===== src/rtl/bmpd_pkg.sv =====
package bmpd_pkg;

   // Parser phases, one-hot.
   typedef enum logic [4:0] {
      PH_HEADER = 5'b00001,
      PH_SKIP   = 5'b00010,
      PH_PIXEL  = 5'b00100,
      PH_PAD    = 5'b01000,
      PH_DRAIN  = 5'b10000
   } phase_type;

   // Result kinds.
   typedef enum logic [1:0] {
      KIND_PIXEL  = 2'd0,
      KIND_HEADER = 2'd1,
      KIND_ERROR  = 2'd2
   } kind_type;

   // Error codes.
   typedef enum logic [2:0] {
      ERR_NONE      = 3'd0,
      ERR_SIGNATURE = 3'd1,
      ERR_VERSION   = 3'd2,
      ERR_FORMAT    = 3'd3,
      ERR_TOO_LARGE = 3'd4,
      ERR_OFFSET    = 3'd5,
      ERR_TRUNCATED = 3'd6
   } err_type;

   // Header layout and accepted values.
   localparam logic [15:0] SIG_BM    = 16'h4d42;
   localparam logic [31:0] INFO_LEN  = 32'd40;
   localparam logic [15:0] BPP_24    = 16'd24;
   localparam logic [5:0]  SIG_AT    = 6'd0;
   localparam logic [5:0]  OFS_AT    = 6'd10;
   localparam logic [5:0]  INFO_AT   = 6'h0e;
   localparam logic [5:0]  WIDTH_AT  = INFO_AT + 6'd4;
   localparam logic [5:0]  HEIGHT_AT = INFO_AT + 6'd8;
   localparam logic [5:0]  BPP_AT    = INFO_AT + 6'h0e;
   localparam logic [5:0]  COMP_AT   = INFO_AT + 6'h10;
   localparam logic [5:0]  HDR_LAST  = INFO_AT + 6'd39;
   localparam logic [31:0] HDR_LEN   = 32'd54;

   // Configuration port.
   localparam int          CSR_AW       = 3;
   localparam logic        CSR_IDX_SWAP = 1'b0;

   // One result item.
   typedef struct packed {
      kind_type    kind;
      err_type     code;
      logic [12:0] width;
      logic [12:0] height;
      logic [23:0] addr;
      logic [23:0] value;
      logic        done;
   } rsp_type;

endpackage


===== src/rtl/bmp24_stream_decoder.sv =====
// Streaming decoder for 24-bit uncompressed BMP files. Feed the file one byte per item in
// file order and mark the last byte with end_of_file. The block takes one item per clock
// cycle while req_stall is low: each byte updates the header capture, skip, pixel or
// padding counters in a single pass and its result, if any, is registered in the output
// register when the byte is accepted. req_stall is high only while a result sits in that
// register and rsp_stall holds it, so the sustained rate is one byte per cycle whenever
// the result side keeps up. A header result gives the dimensions, each third pixel byte
// gives a pixel item with its top-down frame address, and any failure gives one error
// item after which bytes are ignored up to end of file. swap_channels (register 0)
// reverses the three color bytes of each pixel; write it only while the block is idle.
module bmp24_stream_decoder #(
   parameter int MAX_DIM = 4096
) (
   input  logic                          clock,
   input  logic                          reset,
   input  logic                          req_valid,
   output logic                          req_stall,
   input  logic [7:0]                    req_data_byte,
   input  logic                          req_end_of_file,
   output logic                          rsp_valid,
   input  logic                          rsp_stall,
   output logic [1:0]                    rsp_result_kind,
   output logic [2:0]                    rsp_error_code,
   output logic [12:0]                   rsp_image_width,
   output logic [12:0]                   rsp_image_height,
   output logic [23:0]                   rsp_pixel_address,
   output logic [23:0]                   rsp_pixel_value,
   output logic                          rsp_image_done,
   input  logic                          csr_psel,
   input  logic                          csr_penable,
   input  logic                          csr_pwrite,
   input  logic [bmpd_pkg::CSR_AW-1:0]   csr_paddr,
   input  logic [31:0]                   csr_pwdata,
   output logic [31:0]                   csr_prdata,
   output logic                          csr_pready
);

   logic              swap_ff;
   logic              rsp_valid_ff, rsp_valid_in;
   bmpd_pkg::rsp_type rsp_ff;
   logic              advance;
   logic              accept;
   logic              res_valid;
   bmpd_pkg::rsp_type res;
   logic              csr_hit;

   // Output register moves unless a held result is stalled.
   assign advance   = !(rsp_valid_ff && rsp_stall);
   assign req_stall = !advance;
   assign accept    = req_valid && advance;

   bmpd_parser #(
      .MAX_DIM (MAX_DIM)
   ) u_parser (
      .clock         (clock),
      .reset         (reset),
      .step          (accept),
      .data_byte     (req_data_byte),
      .end_of_file   (req_end_of_file),
      .swap_channels (swap_ff),
      .res_valid     (res_valid),
      .res           (res)
   );

   // Result register.
   assign rsp_valid_in = advance ? res_valid : rsp_valid_ff;

   always_ff @(posedge clock) begin
      if (reset) begin
         rsp_valid_ff <= 1'b0;
      end else begin
         rsp_valid_ff <= rsp_valid_in;
      end
   end

   always_ff @(posedge clock) begin
      if (advance && res_valid) begin
         rsp_ff <= res;
      end
   end

   assign rsp_valid         = rsp_valid_ff;
   assign rsp_result_kind   = rsp_ff.kind;
   assign rsp_error_code    = rsp_ff.code;
   assign rsp_image_width   = rsp_ff.width;
   assign rsp_image_height  = rsp_ff.height;
   assign rsp_pixel_address = rsp_ff.addr;
   assign rsp_pixel_value   = rsp_ff.value;
   assign rsp_image_done    = rsp_ff.done;

   // Configuration register file.
   assign csr_hit    = (csr_paddr[bmpd_pkg::CSR_AW-1:2] == bmpd_pkg::CSR_IDX_SWAP);
   assign csr_pready = 1'b1;
   assign csr_prdata = csr_hit ? {31'd0, swap_ff} : 32'd0;

   always_ff @(posedge clock) begin
      if (reset) begin
         swap_ff <= 1'b0;
      end else if (csr_psel && csr_penable && csr_pwrite && csr_hit) begin
         swap_ff <= csr_pwdata[0];
      end
   end

`ifndef SYNTHESIS
   // An error item always closes the image.
   a_error_done: assert property (@(posedge clock) disable iff (reset)
      rsp_valid && rsp_result_kind == bmpd_pkg::KIND_ERROR |-> rsp_image_done)
      else $error("error item without image_done");

   // An error code is given exactly on error items.
   a_code_kind: assert property (@(posedge clock) disable iff (reset)
      rsp_valid |-> ((rsp_result_kind == bmpd_pkg::KIND_ERROR) ==
                     (rsp_error_code != bmpd_pkg::ERR_NONE)))
      else $error("error code does not match result kind");

   // The input side is held back only by a pending result.
   a_stall_cause: assert property (@(posedge clock) disable iff (reset)
      req_stall |-> rsp_valid && rsp_stall)
      else $error("input stalled without a blocked result");
`endif

endmodule


===== src/rtl/bmpd_parser.sv =====
module bmpd_parser #(
   parameter int MAX_DIM = 4096
) (
   input  logic                clock,
   input  logic                reset,
   input  logic                step,
   input  logic [7:0]          data_byte,
   input  logic                end_of_file,
   input  logic                swap_channels,
   output logic                res_valid,
   output bmpd_pkg::rsp_type   res
);

   localparam int DIM_W = $clog2(MAX_DIM + 1);

   bmpd_pkg::phase_type phase_ff, phase_in;
   logic [31:0]         count_ff, count_in;
   logic [15:0]         sig_ff, sig_in;
   logic [31:0]         ofs_ff, ofs_in;
   logic [31:0]         info_ff, info_in;
   logic [31:0]         width_ff, width_in;
   logic [31:0]         height_ff, height_in;
   logic [15:0]         bpp_ff, bpp_in;
   logic [31:0]         comp_ff, comp_in;
   logic [1:0]          bip_ff, bip_in;
   logic [15:0]         partial_ff, partial_in;
   logic [DIM_W-1:0]    column_ff, column_in;
   logic [DIM_W-1:0]    rows_ff, rows_in;
   logic [23:0]         row_base_ff, row_base_in;
   logic [1:0]          pad_ff, pad_in;

   logic [5:0]          hdr_idx;
   logic [DIM_W-1:0]    col_inc;
   logic [2*DIM_W-1:0]  base_prod;
   bmpd_pkg::err_type   err;

   // Little-endian byte capture into a header field.
   function automatic logic [31:0] put_le(input logic [31:0] r, input logic [5:0] idx,
                                          input logic [5:0] start, input logic [2:0] len,
                                          input logic [7:0] b);
      logic [31:0] v;
      logic [5:0]  lane;
      v    = r;
      lane = idx - start;
      if (idx >= start && idx < start + 6'(len)) begin
         case (lane[1:0])
            2'd0:    v[7:0]   = b;
            2'd1:    v[15:8]  = b;
            2'd2:    v[23:16] = b;
            default: v[31:24] = b;
         endcase
      end
      return v;
   endfunction

   assign hdr_idx   = count_ff[5:0];
   assign col_inc   = column_ff + DIM_W'(1);
   assign base_prod = (DIM_W'(height_ff) - DIM_W'(1)) * DIM_W'(width_ff);

   // Next state and result for the accepted byte.
   always_comb begin
      phase_in    = phase_ff;
      count_in    = count_ff;
      sig_in      = sig_ff;
      ofs_in      = ofs_ff;
      info_in     = info_ff;
      width_in    = width_ff;
      height_in   = height_ff;
      bpp_in      = bpp_ff;
      comp_in     = comp_ff;
      bip_in      = bip_ff;
      partial_in  = partial_ff;
      column_in   = column_ff;
      rows_in     = rows_ff;
      row_base_in = row_base_ff;
      pad_in      = pad_ff;
      err         = bmpd_pkg::ERR_NONE;
      res_valid   = 1'b0;
      res         = '0;

      if (step) begin
         case (phase_ff)
            bmpd_pkg::PH_HEADER: begin
               count_in  = count_ff + 32'd1;
               sig_in    = 16'(put_le({16'd0, sig_ff}, hdr_idx, bmpd_pkg::SIG_AT, 3'd2,
                                      data_byte));
               ofs_in    = put_le(ofs_ff, hdr_idx, bmpd_pkg::OFS_AT, 3'd4, data_byte);
               info_in   = put_le(info_ff, hdr_idx, bmpd_pkg::INFO_AT, 3'd4, data_byte);
               width_in  = put_le(width_ff, hdr_idx, bmpd_pkg::WIDTH_AT, 3'd4, data_byte);
               height_in = put_le(height_ff, hdr_idx, bmpd_pkg::HEIGHT_AT, 3'd4, data_byte);
               bpp_in    = 16'(put_le({16'd0, bpp_ff}, hdr_idx, bmpd_pkg::BPP_AT, 3'd2,
                                      data_byte));
               comp_in   = put_le(comp_ff, hdr_idx, bmpd_pkg::COMP_AT, 3'd4, data_byte);
               if (hdr_idx == bmpd_pkg::SIG_AT + 6'd1 && sig_in != bmpd_pkg::SIG_BM) begin
                  err = bmpd_pkg::ERR_SIGNATURE;
               end else if (hdr_idx == bmpd_pkg::INFO_AT + 6'd3 &&
                            info_in != bmpd_pkg::INFO_LEN) begin
                  err = bmpd_pkg::ERR_VERSION;
               end else if (hdr_idx == bmpd_pkg::HDR_LAST) begin
                  if (bpp_ff != bmpd_pkg::BPP_24 || comp_ff != 32'd0) begin
                     err = bmpd_pkg::ERR_FORMAT;
                  end else if (width_ff > 32'(MAX_DIM) || height_ff > 32'(MAX_DIM)) begin
                     err = bmpd_pkg::ERR_TOO_LARGE;
                  end else if (ofs_ff < bmpd_pkg::HDR_LEN) begin
                     err = bmpd_pkg::ERR_OFFSET;
                  end else begin
                     // Header accepted: report dimensions and set up the frame walk.
                     res_valid  = 1'b1;
                     res.kind   = bmpd_pkg::KIND_HEADER;
                     res.width  = 13'(width_ff);
                     res.height = 13'(height_ff);
                     if (width_ff == 32'd0 || height_ff == 32'd0) begin
                        res.done = 1'b1;
                        phase_in = bmpd_pkg::PH_DRAIN;
                     end else begin
                        rows_in     = DIM_W'(height_ff);
                        row_base_in = 24'(base_prod);
                        column_in   = '0;
                        bip_in      = 2'd0;
                        phase_in    = (ofs_ff == bmpd_pkg::HDR_LEN) ? bmpd_pkg::PH_PIXEL
                                                                    : bmpd_pkg::PH_SKIP;
                     end
                  end
               end
            end
            bmpd_pkg::PH_SKIP: begin
               count_in = count_ff + 32'd1;
               if (count_in >= ofs_ff) begin
                  phase_in = bmpd_pkg::PH_PIXEL;
               end
            end
            bmpd_pkg::PH_PIXEL: begin
               if (bip_ff == 2'd0) begin
                  partial_in = {8'd0, data_byte};
                  bip_in     = 2'd1;
               end else if (bip_ff == 2'd1) begin
                  partial_in = {data_byte, partial_ff[7:0]};
                  bip_in     = 2'd2;
               end else begin
                  // Third byte completes the pixel.
                  bip_in    = 2'd0;
                  res_valid = 1'b1;
                  res.kind  = bmpd_pkg::KIND_PIXEL;
                  res.addr  = row_base_ff + 24'(column_ff);
                  if (swap_channels) begin
                     res.value = {partial_ff[7:0], partial_ff[15:8], data_byte};
                  end else begin
                     res.value = {data_byte, partial_ff};
                  end
                  column_in = col_inc;
                  if (col_inc >= DIM_W'(width_ff)) begin
                     column_in = '0;
                     rows_in   = rows_ff - DIM_W'(1);
                     if (rows_in == '0) begin
                        res.done = 1'b1;
                        phase_in = bmpd_pkg::PH_DRAIN;
                     end else begin
                        row_base_in = row_base_ff - 24'(width_ff);
                        if (width_ff[1:0] != 2'd0) begin
                           pad_in   = width_ff[1:0];
                           phase_in = bmpd_pkg::PH_PAD;
                        end
                     end
                  end
               end
            end
            bmpd_pkg::PH_PAD: begin
               pad_in = pad_ff - 2'd1;
               if (pad_in == 2'd0) begin
                  phase_in = bmpd_pkg::PH_PIXEL;
               end
            end
            default: begin
            end
         endcase

         // A failure replaces any other result and drains to end of file.
         if (err != bmpd_pkg::ERR_NONE) begin
            phase_in  = bmpd_pkg::PH_DRAIN;
            res_valid = 1'b1;
            res       = '0;
            res.kind  = bmpd_pkg::KIND_ERROR;
            res.code  = err;
            res.done  = 1'b1;
         end

         // End of file restarts the parser; unfinished work is a truncation.
         if (end_of_file) begin
            if (phase_in != bmpd_pkg::PH_DRAIN) begin
               res_valid = 1'b1;
               res       = '0;
               res.kind  = bmpd_pkg::KIND_ERROR;
               res.code  = bmpd_pkg::ERR_TRUNCATED;
               res.done  = 1'b1;
            end
            phase_in = bmpd_pkg::PH_HEADER;
            count_in = 32'd0;
         end
      end
   end

   // Control state.
   always_ff @(posedge clock) begin
      if (reset) begin
         phase_ff <= bmpd_pkg::PH_HEADER;
         count_ff <= 32'd0;
      end else begin
         phase_ff <= phase_in;
         count_ff <= count_in;
      end
   end

   // Header fields and frame walk state; each is written before it is read.
   always_ff @(posedge clock) begin
      sig_ff      <= sig_in;
      ofs_ff      <= ofs_in;
      info_ff     <= info_in;
      width_ff    <= width_in;
      height_ff   <= height_in;
      bpp_ff      <= bpp_in;
      comp_ff     <= comp_in;
      bip_ff      <= bip_in;
      partial_ff  <= partial_in;
      column_ff   <= column_in;
      rows_ff     <= rows_in;
      row_base_ff <= row_base_in;
      pad_ff      <= pad_in;
   end

endmodule

===== config.mk =====
export PLATFORM = sky130hd
export DESIGN_NAME = bmp24_stream_decoder
export DESIGN_NICKNAME = d
export VERILOG_FILES = /design/src/rtl/bmpd_pkg.sv /design/src/rtl/bmp24_stream_decoder.sv /design/src/rtl/bmpd_parser.sv
export SDC_FILE = /design/constraint.sdc
export NUM_CORES = 1
export LEC_CHECK = 0
export BUFFER_PORTS_ARGS = -buffer_cell sky130_fd_sc_hd__buf_2
export CORE_AREA = 3 3 190 284
export DETAILED_ROUTE_END_ITERATION = 10
export DIE_AREA = 0 0 193 287
export PLACE_DENSITY = 0.76
export REMOVE_ABC_BUFFERS = 1
export SETUP_SLACK_MARGIN = 0.1
export SLEW_MARGIN = 10
export SYNTH_ARGS = -nofsm -noshare
export SYNTH_HDL_FRONTEND = slang
export SYNTH_HIERARCHICAL = 1
export SYNTH_SLANG_ARGS = --single-unit

===== constraint.sdc =====
create_clock -name clock -period 9.1 [get_ports clock]
set_clock_uncertainty 0.1 [all_clocks]
set_input_delay 1.82 -clock clock [delete_from_list [all_inputs] [get_ports clock]]
set_output_delay 1.82 -clock clock [all_outputs]
set_load 0.05 [all_outputs]

==> flow_summary.json <==
{
  "tightestPinTransition_ns": 1.22,
  "setup_viol": 0,
  "route.met3.wl_um": 3360,
  "top_layer": "met4",
  "period_share": 0.881,
  "cpLargestDelayFamily": "adder cells",
  "cts_resized": 0,
  "post_cts_buffers": 0,
  "setup_tns_ns": 0,
  "min_to": "u_parser/count_ff[23]",
  "final_max_slew_viol_count": 0,
  "core_area_mm2": 0.0518,
  "area_delta_synth_final_pct": 9.11,
  "cp_num_buf_inv": 6,
  "clock_sinks": 381,
  "worst-endpoint-arrival_ns": 8.21,
  "timing.hold.ws_ns": 0.422,
  "yosys_warnings": 6,
  "reg2reg_setup_slack_ns": 1.09,
  "rsz0062_at_grt": "no",
  "io_pins": 166,
  "grt_pass1_vias": 18700,
  "power_frac_seq": 0.505,
  "rr_startpoint": "u_parser/height_ff[0]",
  "power.density_mw_per_mm2": 140,
  "die_h_um": 287,
  "synth_cell_type_count": 89,
  "max_stage_delay_ns": 0.53,
  "fmax_mhz": 125,
  "firstDrtPassIters": 5,
  "vias_per_cell": 5.73,
  "num_vias": 18100,
  "die_w_um": 193,
  "initial_core_util": 0.497,
  "worstReg2RegEnd": "u_parser/row_base_ff[23]",
  "swShare": 0.250,
  "nets": 2811,
  "yosys_most_used_dff": "edfxtp_1",
  "synth.cell_area_mm2": 0.0257,
  "drive_gt1_frac": 0.117,
  "postRouteAntennaNets": 0,
  "holdPathStages": 2,
  "leakage_nw": 11.6,
  "grt_util_all_layers": 0.223,
  "grt-ovfl-total": 0,
  "cp_data_required_time_ns": 9.29,
  "drt-met1-wl_um": 21800,
  "critPathSlowestCell": "fa_1",
  "crit_type": "reg -> reg",
  "drt-wirelength-per-cell_um": 19.4,
  "start_kind": "register",
  "ir_drop_uv": 153,
  "drc_errors": 0,
  "grt_max_degree": 55,
  "layout_common_cells": "edfxtp_1, inv_1, nand2_1, nor2_1, fa_1",
  "netSwitchingPower_mw": 0.984,
  "syn_avg_cell_area_um2": 10.8,
  "ctsHoldBuffers": 0,
  "clock_latency_ns": 0.58,
  "grt_first_pass_wirelength_um": 97100,
  "slew_headroom": 0.179,
  "io_buffers": 100,
  "combPwrFrac": 0.078,
  "synthArstFlopShare": 0,
  "root_buffer": "clkbuf_16",
  "status": "complete, no violations",
  "cts_max_level": 2,
  "worstHoldStart": "u_parser/count_ff[23]",
  "clkPwrFrac": 0.417,
  "synthCells": 2379,
  "wirelength_um": 61400,
  "min_path_type": "reg -> reg",
  "cts_tree": "yes",
  "drt-initial-drc-count": 1201,
  "endpoint_kind": "register",
  "clk_pin_slew_ns": 0.06,
  "period_minus_slack_ns": 8.01,
  "drv_cap": 0,
  "cts_made_buffers": 38,
  "synth_edf_count": 342,
  "cts.path.max_buffers": 3,
  "intPower_mw": 2.95,
  "final.setup.worst_slack_ns": 1.09,
  "rr_worst_depth": 28,
  "wl_met2_um": 32200,
  "die_area_mm2": 0.0554,
  "crit_fanout": 13,
  "yosysSeqAreaShare": 0.429,
  "dpl_worst_slack_ns": 1.15,
  "final_common_cell": "edfxtp_1",
  "final_hold_viol_count": 0,
  "synth.ff_latch_count": 381,
  "num_rows": 102,
  "dpl.hpwl_um": 43800,
  "gp_congestion": 0.944,
  "antenna_found_initial": 1
}
[worst max path at each step]
| stage | start | end | slack [ns] | depth (start not counted) |
|---|---|---|---|---|
| 6_report | u_parser/height_ff[0] | u_parser/row_base_ff[23] | 1.09 | 28 |
| 4_1_cts | u_parser/height_ff[0] | u_parser/row_base_ff[23] | 1.12 | 29 |
| 2_1_floorplan | u_parser/count_ff[1] | rsp_error_code[0] | 1.07 | 19 |
| 3_5_place_dp | u_parser/height_ff[0] | u_parser/row_base_ff[23] | 1.15 | 29 |
| 3_3_place_gp | u_parser/height_ff[0] | u_parser/row_base_ff[23] | 1.29 | 27 |
| 5_1_grt | u_parser/height_ff[2] | u_parser/row_base_ff[23] | 0.68 | 26 |
[through the flow]
stage | util | total power [mW] | instances | area, um^2
5_1_grt | 0.542 | 4.05 | 3156 | 28100
6_report | 0.542 | 3.94 | 3157 | 28100
3_3_place_gp | 0.517 | 2.32 | 3087 | 26800
4_1_cts | 0.542 | 3.97 | 3156 | 28100
3_5_place_dp | 0.517 | 2.33 | 3087 | 26800
2_1_floorplan | - | 2.24 | 2287 | 25200
[power by group through the flow]
stage,clock [mW],sequential [mW],combinational (mW)
CTS,1.67,1.99,0.308
global placement,0,2.02,0.300
finish,1.64,1.99,0.308
global route,1.73,1.99,0.326
floorplan,0,2.10,0.134
detailed placement,0,2.02,0.307
[worst min-delay path, delay by kind of cell (launching register included)]
| kind | cells | cell delay [ns] |
|---|---|---|
| AOI/OAI and AO/OA | 2 | 0.14 |
| DFF | 1 | 0.33 |
[cell usage after synthesis, types with 15 or more instances]
| master | count | area [um^2] |
|---|---|---|
| a21o_1 | 26 | 195 |
| a21oi_1 | 65 | 325 |
| a22oi_1 | 23 | 173 |
| and2_1 | 96 | 601 |
| and3_1 | 15 | 93.8 |
| buf_4 | 37 | 278 |
| clkbuf_1 | 69 | 259 |
| dfxtp_1 | 39 | 781 |
| edfxtp_1 | 342 | 10300 |
| fa_1 | 157 | 3140 |
| ha_1 | 152 | 1900 |
| inv_1 | 275 | 1030 |
| mux2_2 | 49 | 552 |
| mux2i_1 | 21 | 210 |
| nand2_1 | 203 | 762 |
| nand2b_1 | 25 | 156 |
| nand3_1 | 43 | 215 |
| nand4_1 | 29 | 181 |
| nor2_1 | 191 | 717 |
| nor2b_1 | 42 | 263 |
| nor3_1 | 30 | 150 |
| nor4_1 | 46 | 288 |
| o21ai_0 | 66 | 330 |
| xnor2_1 | 73 | 639 |
| xor2_1 | 58 | 508 |
[cell families after synthesis]
family,Yosys count,synth area share
and+or+nand+nor,803,0.162
buffers and inverters,397,0.0651
DFF,381,0.429
adders and majority gates,309,0.196
AOI/OAI and AO/OA,284,0.0717
xor gates and xnor gates,133,0.0458
muxes,70,0.0296
other,2,0.000292
[layer usage]
| layer | GRT usage | up-vias |
|---|---|---|
| met5 | 0 | - |
| met2 | 0.406 | 664 |
| met4 | 0.129 | 0 |
| met1 | 0.247 | 8943 |
| met3 | 0.0268 | 239 |
| li1 | - | 8234 |
[registers in the layout, summed over array words and instances (netlist names), 3 cells and up]
name,count
rsp_error_code,3
u_parser/info_ff,32
u_parser/partial_ff,16
rsp_image_height,13
u_parser/height_ff,32
u_parser/count_ff,32
rsp_image_width,13
u_parser/column_ff,13
u_parser/phase_ff,5
u_parser/width_ff,32
u_parser/sig_ff,16
u_parser/row_base_ff,24
rsp_pixel_address,24
u_parser/comp_ff,32
u_parser/rows_ff,13
rsp_pixel_value,24
u_parser/bpp_ff,16
u_parser/ofs_ff,32
[final cells by class]
| type | count | area (um^2) |
|---|---|---|
| Sequential cell | 381 | 11100 |
| Clock buffer | 42 | 986 |
| Tap cell | 676 | 846 |
| Timing Repair Buffer | 124 | 681 |
| Fill cell | 4427 | 23700 |
| Antenna cell | 1 | 2.50 |
| Inverter | 275 | 1030 |
| Multi-Input combinational cell | 1631 | 13200 |
| Clock inverter | 27 | 329 |
Note: power is estimated with default switching activity, not from simulation.
